<file path="src/rtl/core/csbt_pkg.sv">
// Shared types and constants of the shadow call stack tracker.
`timescale 1ns / 1ps
package csbt_pkg;

	localparam int ADDR_W      = 64;
	localparam int WANT_W      = 7;
	localparam int CMD_W       = 2;
	localparam int STATUS_W    = 2;
	localparam int IN_TDATA_W  = 72;
	localparam int WANT_LSB    = ADDR_W;
	localparam int OUT_TUSER_W = STATUS_W + 1;

	typedef enum logic [CMD_W-1:0] {
		CMD_PUSH  = 2'd0,
		CMD_POP   = 2'd1,
		CMD_TRACE = 2'd2,
		CMD_NONE  = 2'd3
	} cmd_t;

	typedef enum logic [STATUS_W-1:0] {
		STAT_OK    = 2'd0,
		STAT_FULL  = 2'd1,
		STAT_EMPTY = 2'd2
	} status_t;

	typedef struct packed {
		logic    from_mem;
		logic    last;
		status_t status;
	} out_ctl_t;

endpackage

</file>
<file path="src/rtl/core/csbt_out_stage.sv">
// Output register stage of the result stream.
`timescale 1ns / 1ps
module csbt_out_stage (
	input  logic                                   clk,
	input  logic                                   arst_n,
	input  logic                                   load,
	input  csbt_pkg::out_ctl_t                     ctl,
	input  logic [csbt_pkg::ADDR_W-1:0]            mem_data,
	output logic                                   free,
	output logic                                   m_axis_tvalid,
	input  logic                                   m_axis_tready,
	output logic [csbt_pkg::ADDR_W-1:0]            m_axis_tdata,  // addr
	output logic [csbt_pkg::OUT_TUSER_W-1:0]       m_axis_tuser,  // valid_res, status[1:0]
	output logic                                   m_axis_tlast
);
	import csbt_pkg::*;

	logic     valid_q;
	out_ctl_t ctl_q;

	// The address itself lives in the RAM read register, which holds while stalled.
	assign free          = !valid_q || m_axis_tready;
	assign m_axis_tvalid = valid_q;
	assign m_axis_tdata  = ctl_q.from_mem ? mem_data : '0;
	assign m_axis_tuser  = {ctl_q.status, ctl_q.from_mem};
	assign m_axis_tlast  = ctl_q.last;

	always_ff @(posedge clk or negedge arst_n) begin
		if (!arst_n) begin
			valid_q <= 1'b0;
			ctl_q   <= '0;
		end else if (free) begin
			valid_q <= load;
			if (load) begin
				ctl_q <= ctl;
			end
		end
	end

endmodule

</file>
<file path="config.mk">
export PLATFORM = sky130hd
export DESIGN_NAME = csbt_out_stage
export DESIGN_NICKNAME = d
export VERILOG_FILES = /design/src/rtl/core/csbt_pkg.sv /design/src/rtl/core/csbt_out_stage.sv
export SDC_FILE = /design/constraint.sdc
export NUM_CORES = 1
export LEC_CHECK = 0
export BUFFER_PORTS_ARGS = -buffer_cell sky130_fd_sc_hd__clkbuf_2
export CAP_MARGIN = 20
export CORE_AREA = 5 5 58 60
export DETAILED_ROUTE_END_ITERATION = 12
export DIE_AREA = 0 0 63 65
export PLACE_DENSITY_LB_ADDON = 0.1
export REMOVE_ABC_BUFFERS = 1
export SLEW_MARGIN = 20
export SYNTH_ARGS = -nofsm -noshare
export SYNTH_HDL_FRONTEND = slang
export SYNTH_SLANG_ARGS = --single-unit
</file>
<file path="constraint.sdc">
create_clock -name clk -period 2.05 [get_ports clk]
set_input_delay 0.1025 -clock clk [delete_from_list [all_inputs] [get_ports clk]]
set_output_delay 0.1025 -clock clk [all_outputs]
set_load 0.05 [all_outputs]
</file>
==> key figures, run 1 <==
CTS
  – Clock tree from TritonCTS: yes
  – Root Buffer Master: sky130_fd_sc_hd__clkbuf_4
  – Maximum root-to-sink buffer count: 2
  – Number of instances resized during post-cts repair: 0
  – Post-CTS clock slew at the launch and capture registers of the worst setup and hold paths: 0.05 ns
  – Number of levels in the clock H-tree: 1
  – Post-CTS Repair Setup Buffers: 0
  – Skew-Pair Late Insertion Delay: 0.24 ns
  – Hold bufs inserted after CTS: 1
  – TritonCTS Sinks: 5
  – Cts bufs inserted: 3

Logic synthesis
  – Yosys warnings: 0
  – Cell count after synthesis: 83
  – Register area share after synthesis: 19.1%
  – Average instance area after synthesis: 7.88 sq um
  – Top cell type by total area after synthesis: sky130_fd_sc_hd__and2_1
  – Number of distinct library cells after synthesis: 9
  – Cell types with the largest area share after synthesis: sky130_fd_sc_hd__and2_1 61%, sky130_fd_sc_hd__dfrtp_1 19%, sky130_fd_sc_hd__mux2_4 9.2%
  – #FFs+latches synth: 5
  – Area share of the largest cell type after synthesis: 61.2%
  – Netlist area before placement: 654 sq um

Floorplan
  – Die outline height: 65 um
  – I/O pin count: 142
  – Horiz. Die Dim: 63 um
  – DIE AREA: 4100 sq um
  – Initial cell density of the core: 22.7%
  – FP Rows: 20
  – Core box area: 2880 sq um

Global route
  – Total global routing track utilization: 13.3%
  – Vias in the first global route: 972
  – Global-route wire length before repair: 4470 um
  – Number of antenna violations at the first check in global routing: 0
  – Congestion Overflow GR: 0
  – Largest net degree at the start of global routing: 41

Critical path
  – Critical path data required time: 1.95 ns
  – Path type of the worst setup path: reg2out
  – Kind of start point of the critical path: flip-flop
  – Critical path data arrival time: 1.31 ns
  – Critical path fanouts, max: 40
  – Endpoint type of the worst setup path: output pin

Detailed routing
  – Average detailed-routed wire length per instance: 11.7 um
  – Remaining number of nets flagged by the antenna check after routing: 0
  – Pre-antenna DRT Iters: 2
  – Aggregate routed wire length: 3010 um
  – Remaining routing DRC violations: 0
  – Via density: 3.90
  – DRT iter0 DRCs: 36
  – Vias after detailed routing: 1002

STA
  – Fin crit period: 1.41 ns
  – Max Freq: 710 MHz
  – Final clock period utilization by the worst path: 68.7%
  – Final Max Tran Viols: 0
  – Worst clock skew: 0.00176 ns
  – Worst-case setup margin in the final layout: 0.642 ns
  – Fin. Hold Viols: 0
  – Hold slack final: 0.0972 ns
  – Slew at the pin with the worst max-slew slack: 0.298 ns
  – Number of failing setup endpoints in the final timing report: 0
  – RSZ-0062 raised after global routing: no
  – Final total negative setup slack: 0 ns
  – Max_slew headroom: 80.2%

Final layout
  – Number of antenna cells inserted: 0
  – Share of layout cells above drive strength 1: 67.9%
  – Filler Cell Count: 284
  – Register Area: 125 sq um
  – Multi-input gate area in the final layout: 493 sq um
  – Final instance area: 1420 sq um
  – Number of nets at the end of the flow: 297
  – Utilization after layout: 49.2%
  – Area added between synthesis and finish: 116%

Flow run
  – Max-Cap Viols: 0

Power and ir drop
  – Static leakage: 0.913 nW
  – IR drop worst, VDD: 0.433 mV
  – Power density over cell area: 783 nW/um^2

Hold path
  – Kind of path behind the tightest hold check: in2reg

Placement
  – Placed standard-cell area: 1380 sq um
  – Count of input and output buffers: 141
  – Place WS: 0.884 ns
  – Final weighted congestion of routability-driven global placement: 0.801
  – Post-detailed-placement half-perimeter wirelength: 2720 um

Status
  – Run status: completed
[stage by stage]
step,power (mW),cells
final,1.11,257
after detailed placement,1.01,252
after CTS,1.12,257
after floorplan,0.773,76
after global routing,1.17,257
after global placement,1.00,252
[path summary, 6_finish.rpt]
path / cells past startpoint / slack [ns] / from / endpoint
max reg2reg: 3 / 1.07 / m_axis_tvalid$_DFFE_PN0P_ / m_axis_tuser[1]$_DFFE_PN0P_
min: 2 / 0.1 / ctl[2] / m_axis_tlast$_DFFE_PN0P_
max in group asynchronous: 2 / 1.70 / arst_n / m_axis_tuser[1]$_DFFE_PN0P_
max: 3 / 0.64 / m_axis_tuser[0]$_DFFE_PN0P_ / m_axis_tdata[41]
min reg2reg: 1 / 0.51 / m_axis_tuser[1]$_DFFE_PN0P_ / m_axis_tuser[1]$_DFFE_PN0P_
min in group asynchronous: 2 / 0.21 / arst_n / m_axis_tuser[2]$_DFFE_PN0P_
[cell families (layout without fill, tap and decap cells)]
logic type             after synthesis  count (layout)  synth area share, %
muxes                                4               4                 9.18
and+or+nand+nor                     67              67                 66.2
buffers and inverters                7             148                 5.54
DFF                                  5               5                 19.1
[metal layers]
metal	global-route usage, %	up-vias	part of all wire (%)
met5	0	-	0
met4	4.24	0	0.70
met3	6.41	2	15
met2	23.8	74	52
met1	13.4	397	32
li1	-	529	-
[registers in the layout, indices dropped and copies added, names as in the netlist]
register       cells
m_axis_tlast       1
m_axis_tuser       3
m_axis_tvalid      1
[Yosys cell counts, drive strengths merged]
library cell / count
and2: 64
clkbuf: 7
dfrtp: 5
mux2: 4
nand2: 1
nand2b: 1
or2b: 1
[worst max-delay path, stage by stage, from the launching register on]
cell and delay [ns]:
sky130_fd_sc_hd__dfrtp_1 0.34, sky130_fd_sc_hd__buf_4 0.27, sky130_fd_sc_hd__and2_1 0.17, sky130_fd_sc_hd__clkbuf_2 0.28
[layout make-up]
type | count | area share [%]
clock buffers | 4 | 1.86
multi-input cells | 71 | 34.8
flip-flops and latches | 5 | 8.83
well taps | 33 | 2.92
repair buffers | 144 | 51.6
[where the power goes]
group          switching, mW  total (mW)  internal [mW]
Sequential           0.00775       0.120          0.112
Combinational          0.652       0.877          0.225
Clock                 0.0391       0.113         0.0735
Total                  0.699        1.11          0.410
[placed cells by master (no fill, tap or decap)]
cell type	netlist	final
sky130_fd_sc_hd__dfrtp_1	5	5
sky130_fd_sc_hd__clkbuf_2	5	141
sky130_fd_sc_hd__clkbuf_1	1	1
sky130_fd_sc_hd__nand2b_4	1	1
sky130_fd_sc_hd__buf_4	0	2
sky130_fd_sc_hd__clkbuf_4	1	3
sky130_fd_sc_hd__dlygate4sd3_1	0	1
sky130_fd_sc_hd__mux2_4	4	4
sky130_fd_sc_hd__or2b_1	1	1
sky130_fd_sc_hd__nand2_4	1	1
sky130_fd_sc_hd__and2_1	64	64
(Power assumes the default switching activity.)
==> run 2: changes to the inputs <==
--- a/config.mk
+++ b/config.mk
@@ -7,9 +7,9 @@
 export LEC_CHECK = 0
 export BUFFER_PORTS_ARGS = -buffer_cell sky130_fd_sc_hd__clkbuf_2
 export CAP_MARGIN = 20
-export CORE_AREA = 5 5 58 60
+export CORE_AREA = 5 5 59 61
 export DETAILED_ROUTE_END_ITERATION = 12
-export DIE_AREA = 0 0 63 65
+export DIE_AREA = 0 0 64 66
 export PLACE_DENSITY_LB_ADDON = 0.1
 export REMOVE_ABC_BUFFERS = 1
 export SLEW_MARGIN = 20
==> constraint.sdc (replaced) <==
create_clock -name clk -period 1.3 [get_ports clk]
set_input_delay 0.065 -clock clk [delete_from_list [all_inputs] [get_ports clk]]
set_output_delay 0.065 -clock clk [all_outputs]
set_load 0.05 [all_outputs]
==> key figures, run 2 (synthesis gave the netlist of run 1 again) <==
Final layout
  – Area added between synthesis and finish: 193%
  – Non-filler cells, final: 258 (+0.39%)
  – Share of layout cells above drive strength 1: 68.9% (+1.0 points)
  – Multi-input gate area in the final layout: 495 sq um (+0.51%)
  – Number of nets at the end of the flow: 298 (+0.34%)
  – Utilization after layout: 65.6% (+16 points)
  – Leading cell type in the layout, fill and taps excluded: sky130_fd_sc_hd__clkbuf_2
  – Filler Cell Count: 259 (-8.8%)
  – Most frequent cells in the layout: 76 x sky130_fd_sc_hd__clkbuf_2, 63 x sky130_fd_sc_hd__and2_1, 29 x sky130_fd_sc_hd__clkbuf_4
  – Register Area: 126 sq um (+1.0%)
  – Number of antenna cells inserted: 0 (unchanged)
  – Number of flip-flops under the largest register name: 3 (unchanged)

STA
  – Worst-case setup margin in the final layout: 0.0358 ns (-0.606 ns)
  – Max_slew headroom: 81.5% (+1.3 points)
  – Worst clock skew: 0.00346 ns (+0.00170 ns)
  – Fin. Hold Viols: 0 (unchanged)
  – Final clock period utilization by the worst path: 97.2%
  – Final Max Tran Viols: 0 (unchanged)
  – RSZ-0062 raised after global routing: yes
  – Fin crit period: 1.26 ns
  – Hold slack final: 0.0630 ns (-0.0342 ns)
  – Max Freq: 791 MHz
  – Number of failing setup endpoints in the final timing report: 0 (unchanged)
  – Slew at the pin with the worst max-slew slack: 0.279 ns (-0.0198 ns)

Floorplan
  – DIE AREA: 4220 sq um (+3.2%)
  – FP Rows: 20 (unchanged)
  – Horiz. Die Dim: 64 um (+1.6%)
  – Initial cell density of the core: 22.4% (-0.39 points)
  – Core box area: 2930 sq um (+1.7%)
  – Die outline height: 66 um (+1.5%)
  – I/O pin count: 142 (unchanged)

Critical path
  – Kind of start point of the critical path: flip-flop
  – Critical path fanouts, max: 25 (-38%)
  – Path type of the worst setup path: reg2out
  – Critical path data arrival time: 1.20 ns (-0.11 ns)
  – Endpoint type of the worst setup path: output pin
  – Critical path data required time: 1.24 ns (-0.71 ns)

Global route
  – Congestion Overflow GR: 0 (unchanged)
  – Total global routing track utilization: 15.0% (+1.7 points)
  – Largest net degree at the start of global routing: 51 (+24%)
  – Vias in the first global route: 1061 (+9.2%)
  – Global-route wire length before repair: 5090 um (+14%)
  – Number of antenna violations at the first check in global routing: 0 (unchanged)

Power and ir drop
  – Power density over cell area: 1130 nW/um^2 (+44%)
  – Static leakage: 1.05 nW (+16%)
  – PnR Total Power: 2.16 mW (+95%)
  – IR drop worst, VDD: 0.683 mV (+57%)

Hold path
  – Kind of path behind the tightest hold check: in2reg

Detailed routing
  – Aggregate routed wire length: 3700 um (+23%)
  – Via density: 4.19 (+7.4%)
  – Pre-antenna DRT Iters: 4 (+2)
  – Vias after detailed routing: 1080 (+7.8%)
  – Remaining number of nets flagged by the antenna check after routing: 0 (unchanged)
  – Remaining routing DRC violations: 0 (unchanged)
  – Average detailed-routed wire length per instance: 14.3 um (+23%)
  – DRT iter0 DRCs: 28 (-22%)

CTS
  – Cts bufs inserted: 3 (unchanged)
  – TritonCTS Sinks: 5 (unchanged)
  – Post-CTS Repair Setup Buffers: 0 (unchanged)
  – Root Buffer Master: sky130_fd_sc_hd__clkbuf_4
  – Post-CTS clock slew at the launch and capture registers of the worst setup and hold paths: 0.05 ns (about the same)
  – Number of levels in the clock H-tree: 1 (unchanged)
  – Skew-Pair Late Insertion Delay: 0.24 ns (about the same)
  – Clock tree from TritonCTS: yes
  – Maximum root-to-sink buffer count: 2 (unchanged)

Status
  – Run status: completed

Placement
  – Place WS: 0.233 ns (-0.651 ns)
  – Number of cells after detailed placement: 252 (unchanged)
  – Final weighted congestion of routability-driven global placement: 0.812 (+1.3%)
  – Count of input and output buffers: 141 (unchanged)

Flow run
  – Max-Cap Viols: 0 (unchanged)
==> run 2: final timing paths <==
path,startpoint,slack [ns],endpoint,cells after the start
worst min-delay path,ctl[1],0.06,m_axis_tuser[2]$_DFFE_PN0P_,2
worst max-delay path,m_axis_tuser[0]$_DFFE_PN0P_,0.04,m_axis_tdata[32],3
max in group asynchronous,arst_n,0.99,m_axis_tuser[0]$_DFFE_PN0P_,2
worst max register to register,m_axis_tuser[0]$_DFFE_PN0P_,0.29,m_axis_tuser[0]$_DFFE_PN0P_,2
worst min register to register,m_axis_tuser[2]$_DFFE_PN0P_,0.52,m_axis_tuser[2]$_DFFE_PN0P_,1
min in group asynchronous,arst_n,0.17,m_axis_tuser[2]$_DFFE_PN0P_,2
==> run 2: power breakdown <==
group	leakage (nW)	switching (mW)	internal [mW]
registers	0.0565	0.0197	0.178
clock network	0.0150	0.0622	0.116
logic	0.983	1.09	0.696
total	1.05	1.17	0.990
==> run 2: stage by stage <==
step	area [sq um]	TNS [ns]
after global routing	1920	-0.0438
after floorplan	618	-32.67
after detailed placement	1710	0
after global placement	1710	0
final	1920	0
after CTS	1850	0
==> run 2: metal layers <==
metal | track usage [%] | vias up | share of wire, %
met3 | 3.40 | 4 | 9.9
met5 | 0 | - | 0
met1 | 14.4 | 478 | 31
li1 | - | 530 | -
met2 | 30.8 | 68 | 59
met4 | 4.42 | 0 | 0.84
==> run 2: timing repair <==
action | 4_1_cts | 5_1_grt
endpoints found under the setup margin | 44 | 49
endpoints found under the hold margin | 5 | 0
hold buffers | 1 | 0
gates cloned | 0 | 1
gates resized for setup | 44 | 30
==> run 2: area by class of cell <==
class                           instances  area share (%)
Timing Repair Buffer                  145            64.1
Multi-Input combinational cell         71            25.8
Sequential cell                         5            6.58
Tap cell                               33            2.15
Clock buffer                            4            1.37
==> run 2: critical path, stage by stage (launching register included) <==
cell	delay, ns
sky130_fd_sc_hd__dfrtp_2	0.44
sky130_fd_sc_hd__clkbuf_16	0.19
sky130_fd_sc_hd__and2_1	0.14
sky130_fd_sc_hd__buf_4	0.18
==> run 3: changes to the inputs <==
==> constraint.sdc (replaced) <==
create_clock -name clk -period 1.41 [get_ports clk]
set_input_delay 0.0705 -clock clk [delete_from_list [all_inputs] [get_ports clk]]
set_output_delay 0.0705 -clock clk [all_outputs]
set_load 0.05 [all_outputs]
==> key figures, run 3 (synthesis gave the netlist of run 1 again) <==
Floorplan
  – DIE AREA: 4220 sq um (unchanged)
  – Core box area: 2930 sq um (unchanged)
  – Die outline height: 66 um (unchanged)
  – FP Rows: 20 (unchanged)
  – I/O pin count: 142 (unchanged)
  – Initial cell density of the core: 22.4% (unchanged)
  – Horiz. Die Dim: 64 um (unchanged)

Final layout
  – Number of nets at the end of the flow: 297 (-0.34%)
  – Area added between synthesis and finish: 167%
  – Filler Cell Count: 270 (+4.2%)
  – Most frequent cells in the layout: 119 x sky130_fd_sc_hd__clkbuf_2, 64 x sky130_fd_sc_hd__and2_1, 22 x sky130_fd_sc_hd__buf_12
  – Number of antenna cells inserted: 0 (unchanged)
  – Register Area: 125 sq um (-0.99%)
  – Final instance area: 1740 sq um (-9.2%)
  – Leading cell type in the layout, fill and taps excluded: sky130_fd_sc_hd__clkbuf_2
  – Share of layout cells above drive strength 1: 67.9% (-1.0 points)
  – Non-filler cells, final: 257 (-0.39%)
  – Multi-input gate area in the final layout: 493 sq um (-0.50%)
  – Number of flip-flops under the largest register name: 3 (unchanged)

Critical path
  – Critical path data arrival time: 1.24 ns (+0.04 ns)
  – Path type of the worst setup path: reg2out
  – Critical path data required time: 1.34 ns (+0.10 ns)
  – Kind of start point of the critical path: flip-flop
  – Endpoint type of the worst setup path: output pin
  – Critical path fanouts, max: 50 (+100%)

Power and ir drop
  – P_sw: 1.06 mW (-9.6%)
  – Share of total power in sequential cells: 9.6% (+0.5 points)
  – Power density over cell area: 1070 nW/um^2 (-5.3%)
  – Combinational share of power: 81.7% (-0.9 points)
  – Internal: 0.801 mW (-19%)
  – IR drop worst, VDD: 0.633 mV (-7.3%)
  – Part of the power in the clock network: 8.8% (+0.6 points)
  – Static leakage: 1.01 nW (-4.2%)
  – Sw Ratio: 56.9% (+2.7 points)

STA
  – Final Max Tran Viols: 0 (unchanged)
  – Slew at the pin with the worst max-slew slack: 0.284 ns (+0.00524 ns)
  – Worst clock skew: 0.00267 ns (-0.000793 ns)
  – Number of failing setup endpoints in the final timing report: 0 (unchanged)
  – Hold slack final: 0.0669 ns (+0.00396 ns)
  – Final clock period utilization by the worst path: 93.3%
  – Fin crit period: 1.31 ns
  – Worst-case setup margin in the final layout: 0.0950 ns (+0.0592 ns)
  – Max Freq: 760 MHz
  – Max_slew headroom: 81.2% (-0.35 points)
  – RSZ-0062 raised after global routing: no
  – Fin. Hold Viols: 0 (unchanged)

CTS
  – Number of levels in the clock H-tree: 1 (unchanged)
  – Post-CTS clock slew at the launch and capture registers of the worst setup and hold paths: 0.05 ns (about the same)
  – Post-CTS Repair Setup Buffers: 0 (unchanged)
  – TritonCTS Sinks: 5 (unchanged)
  – Root Buffer Master: sky130_fd_sc_hd__clkbuf_4
  – Maximum root-to-sink buffer count: 2 (unchanged)
  – Cts bufs inserted: 3 (unchanged)
  – Skew-Pair Late Insertion Delay: 0.24 ns (about the same)
  – Clock tree from TritonCTS: yes

Global route
  – Vias in the first global route: 1025 (-3.4%)
  – Number of antenna violations at the first check in global routing: 0 (unchanged)
  – Total global routing track utilization: 14.1% (-0.90 points)
  – Congestion Overflow GR: 0 (unchanged)
  – Largest net degree at the start of global routing: 51 (unchanged)
  – Global-route wire length before repair: 4840 um (-4.9%)

Placement
  – Number of cells after detailed placement: 252 (unchanged)
  – Place WS: 0.337 ns (+0.104 ns)
  – Placed standard-cell area: 1710 sq um (unchanged)
  – Final weighted congestion of routability-driven global placement: 0.812 (about the same)
  – Count of input and output buffers: 141 (unchanged)

Flow run
  – Max-Cap Viols: 0 (unchanged)

Detailed routing
  – Remaining routing DRC violations: 0 (unchanged)
  – Remaining number of nets flagged by the antenna check after routing: 0 (unchanged)
  – Amount of wire on met2 after detailed routing: 1850 um (-15%)
  – Sum of met3 wire segment lengths after detailed routing: 397 um (+8.2%)
  – Aggregate routed wire length: 3310 um (-10%)
  – DRT met1 WL: 1040 um (-8.2%)
  – DRT iter0 DRCs: 31 (+11%)
  – Via density: 4.02 (-3.9%)
  – Average detailed-routed wire length per instance: 12.9 um (-10%)
  – Highest routed layer: met4
  – Vias after detailed routing: 1034 (-4.3%)
  – Pre-antenna DRT Iters: 4 (unchanged)

Hold path
  – Kind of path behind the tightest hold check: in2reg

Status
  – Run status: completed
-- run 3: metrics by stage --
stage          TNS [ns]  utilization [%]  power [mW]
6_report              0             59.6        1.86
5_1_grt               0             59.6        1.95
4_1_cts               0             59.6        1.88
3_5_place_dp          0             58.3        1.71
3_3_place_gp          0             58.3        1.70
2_1_floorplan    -25.54                -        1.12
-- run 3: worst paths after layout --
check / to / slack, ns / cells after the start / from
worst min register to register: m_axis_tuser[2]$_DFFE_PN0P_ / 0.52 / 1 / m_axis_tuser[2]$_DFFE_PN0P_
worst min-delay path: m_axis_tuser[2]$_DFFE_PN0P_ / 0.07 / 2 / ctl[1]
worst max register to register: m_axis_tuser[1]$_DFFE_PN0P_ / 0.42 / 3 / m_axis_tvalid$_DFFE_PN0P_
worst max-delay path: m_axis_tdata[1] / 0.1 / 3 / m_axis_tuser[0]$_DFFE_PN0P_
max in group asynchronous: m_axis_tvalid$_DFFE_PN0P_ / 1.10 / 2 / arst_n
min in group asynchronous: m_axis_tuser[0]$_DFFE_PN0P_ / 0.17 / 2 / arst_n
-- run 3: power by group through the flow --
stage,Combinational [mW],Clock [mW],Sequential [mW]
finish,1.52,0.164,0.178
global route,1.59,0.181,0.180
detailed placement,1.53,0,0.179
floorplan,0.850,0,0.274
global placement,1.52,0,0.178
CTS,1.54,0.169,0.178
-- run 3: critical path, stage by stage (launching register included) --
cell and delay, ns:
sky130_fd_sc_hd__dfrtp_1 0.38, sky130_fd_sc_hd__buf_12 0.20, sky130_fd_sc_hd__and2_1 0.15, sky130_fd_sc_hd__clkbuf_2 0.27
-- run 3: routing by layer --
layer  vias to the layer above  track usage (%)
met5                         -                0
li1                        530                -
met2                        68             28.6
met4                         0             3.90
met1                       434             13.8
met3                         2             3.40
-- run 3: area by class of cell --
type | instances | area share (%)
repair buffers | 144 | 60.7
multi-input cells | 71 | 28.3
clock buffers | 4 | 1.51
flip-flops and latches | 5 | 7.17
well taps | 33 | 2.37
-- run 3: repair_timing --
item | in CTS | in global routing
endpoints found under the setup margin | 0 | 1
hold buffers | 1 | 0
resized for setup | 0 | 1
endpoints found under the hold margin | 5 | 0
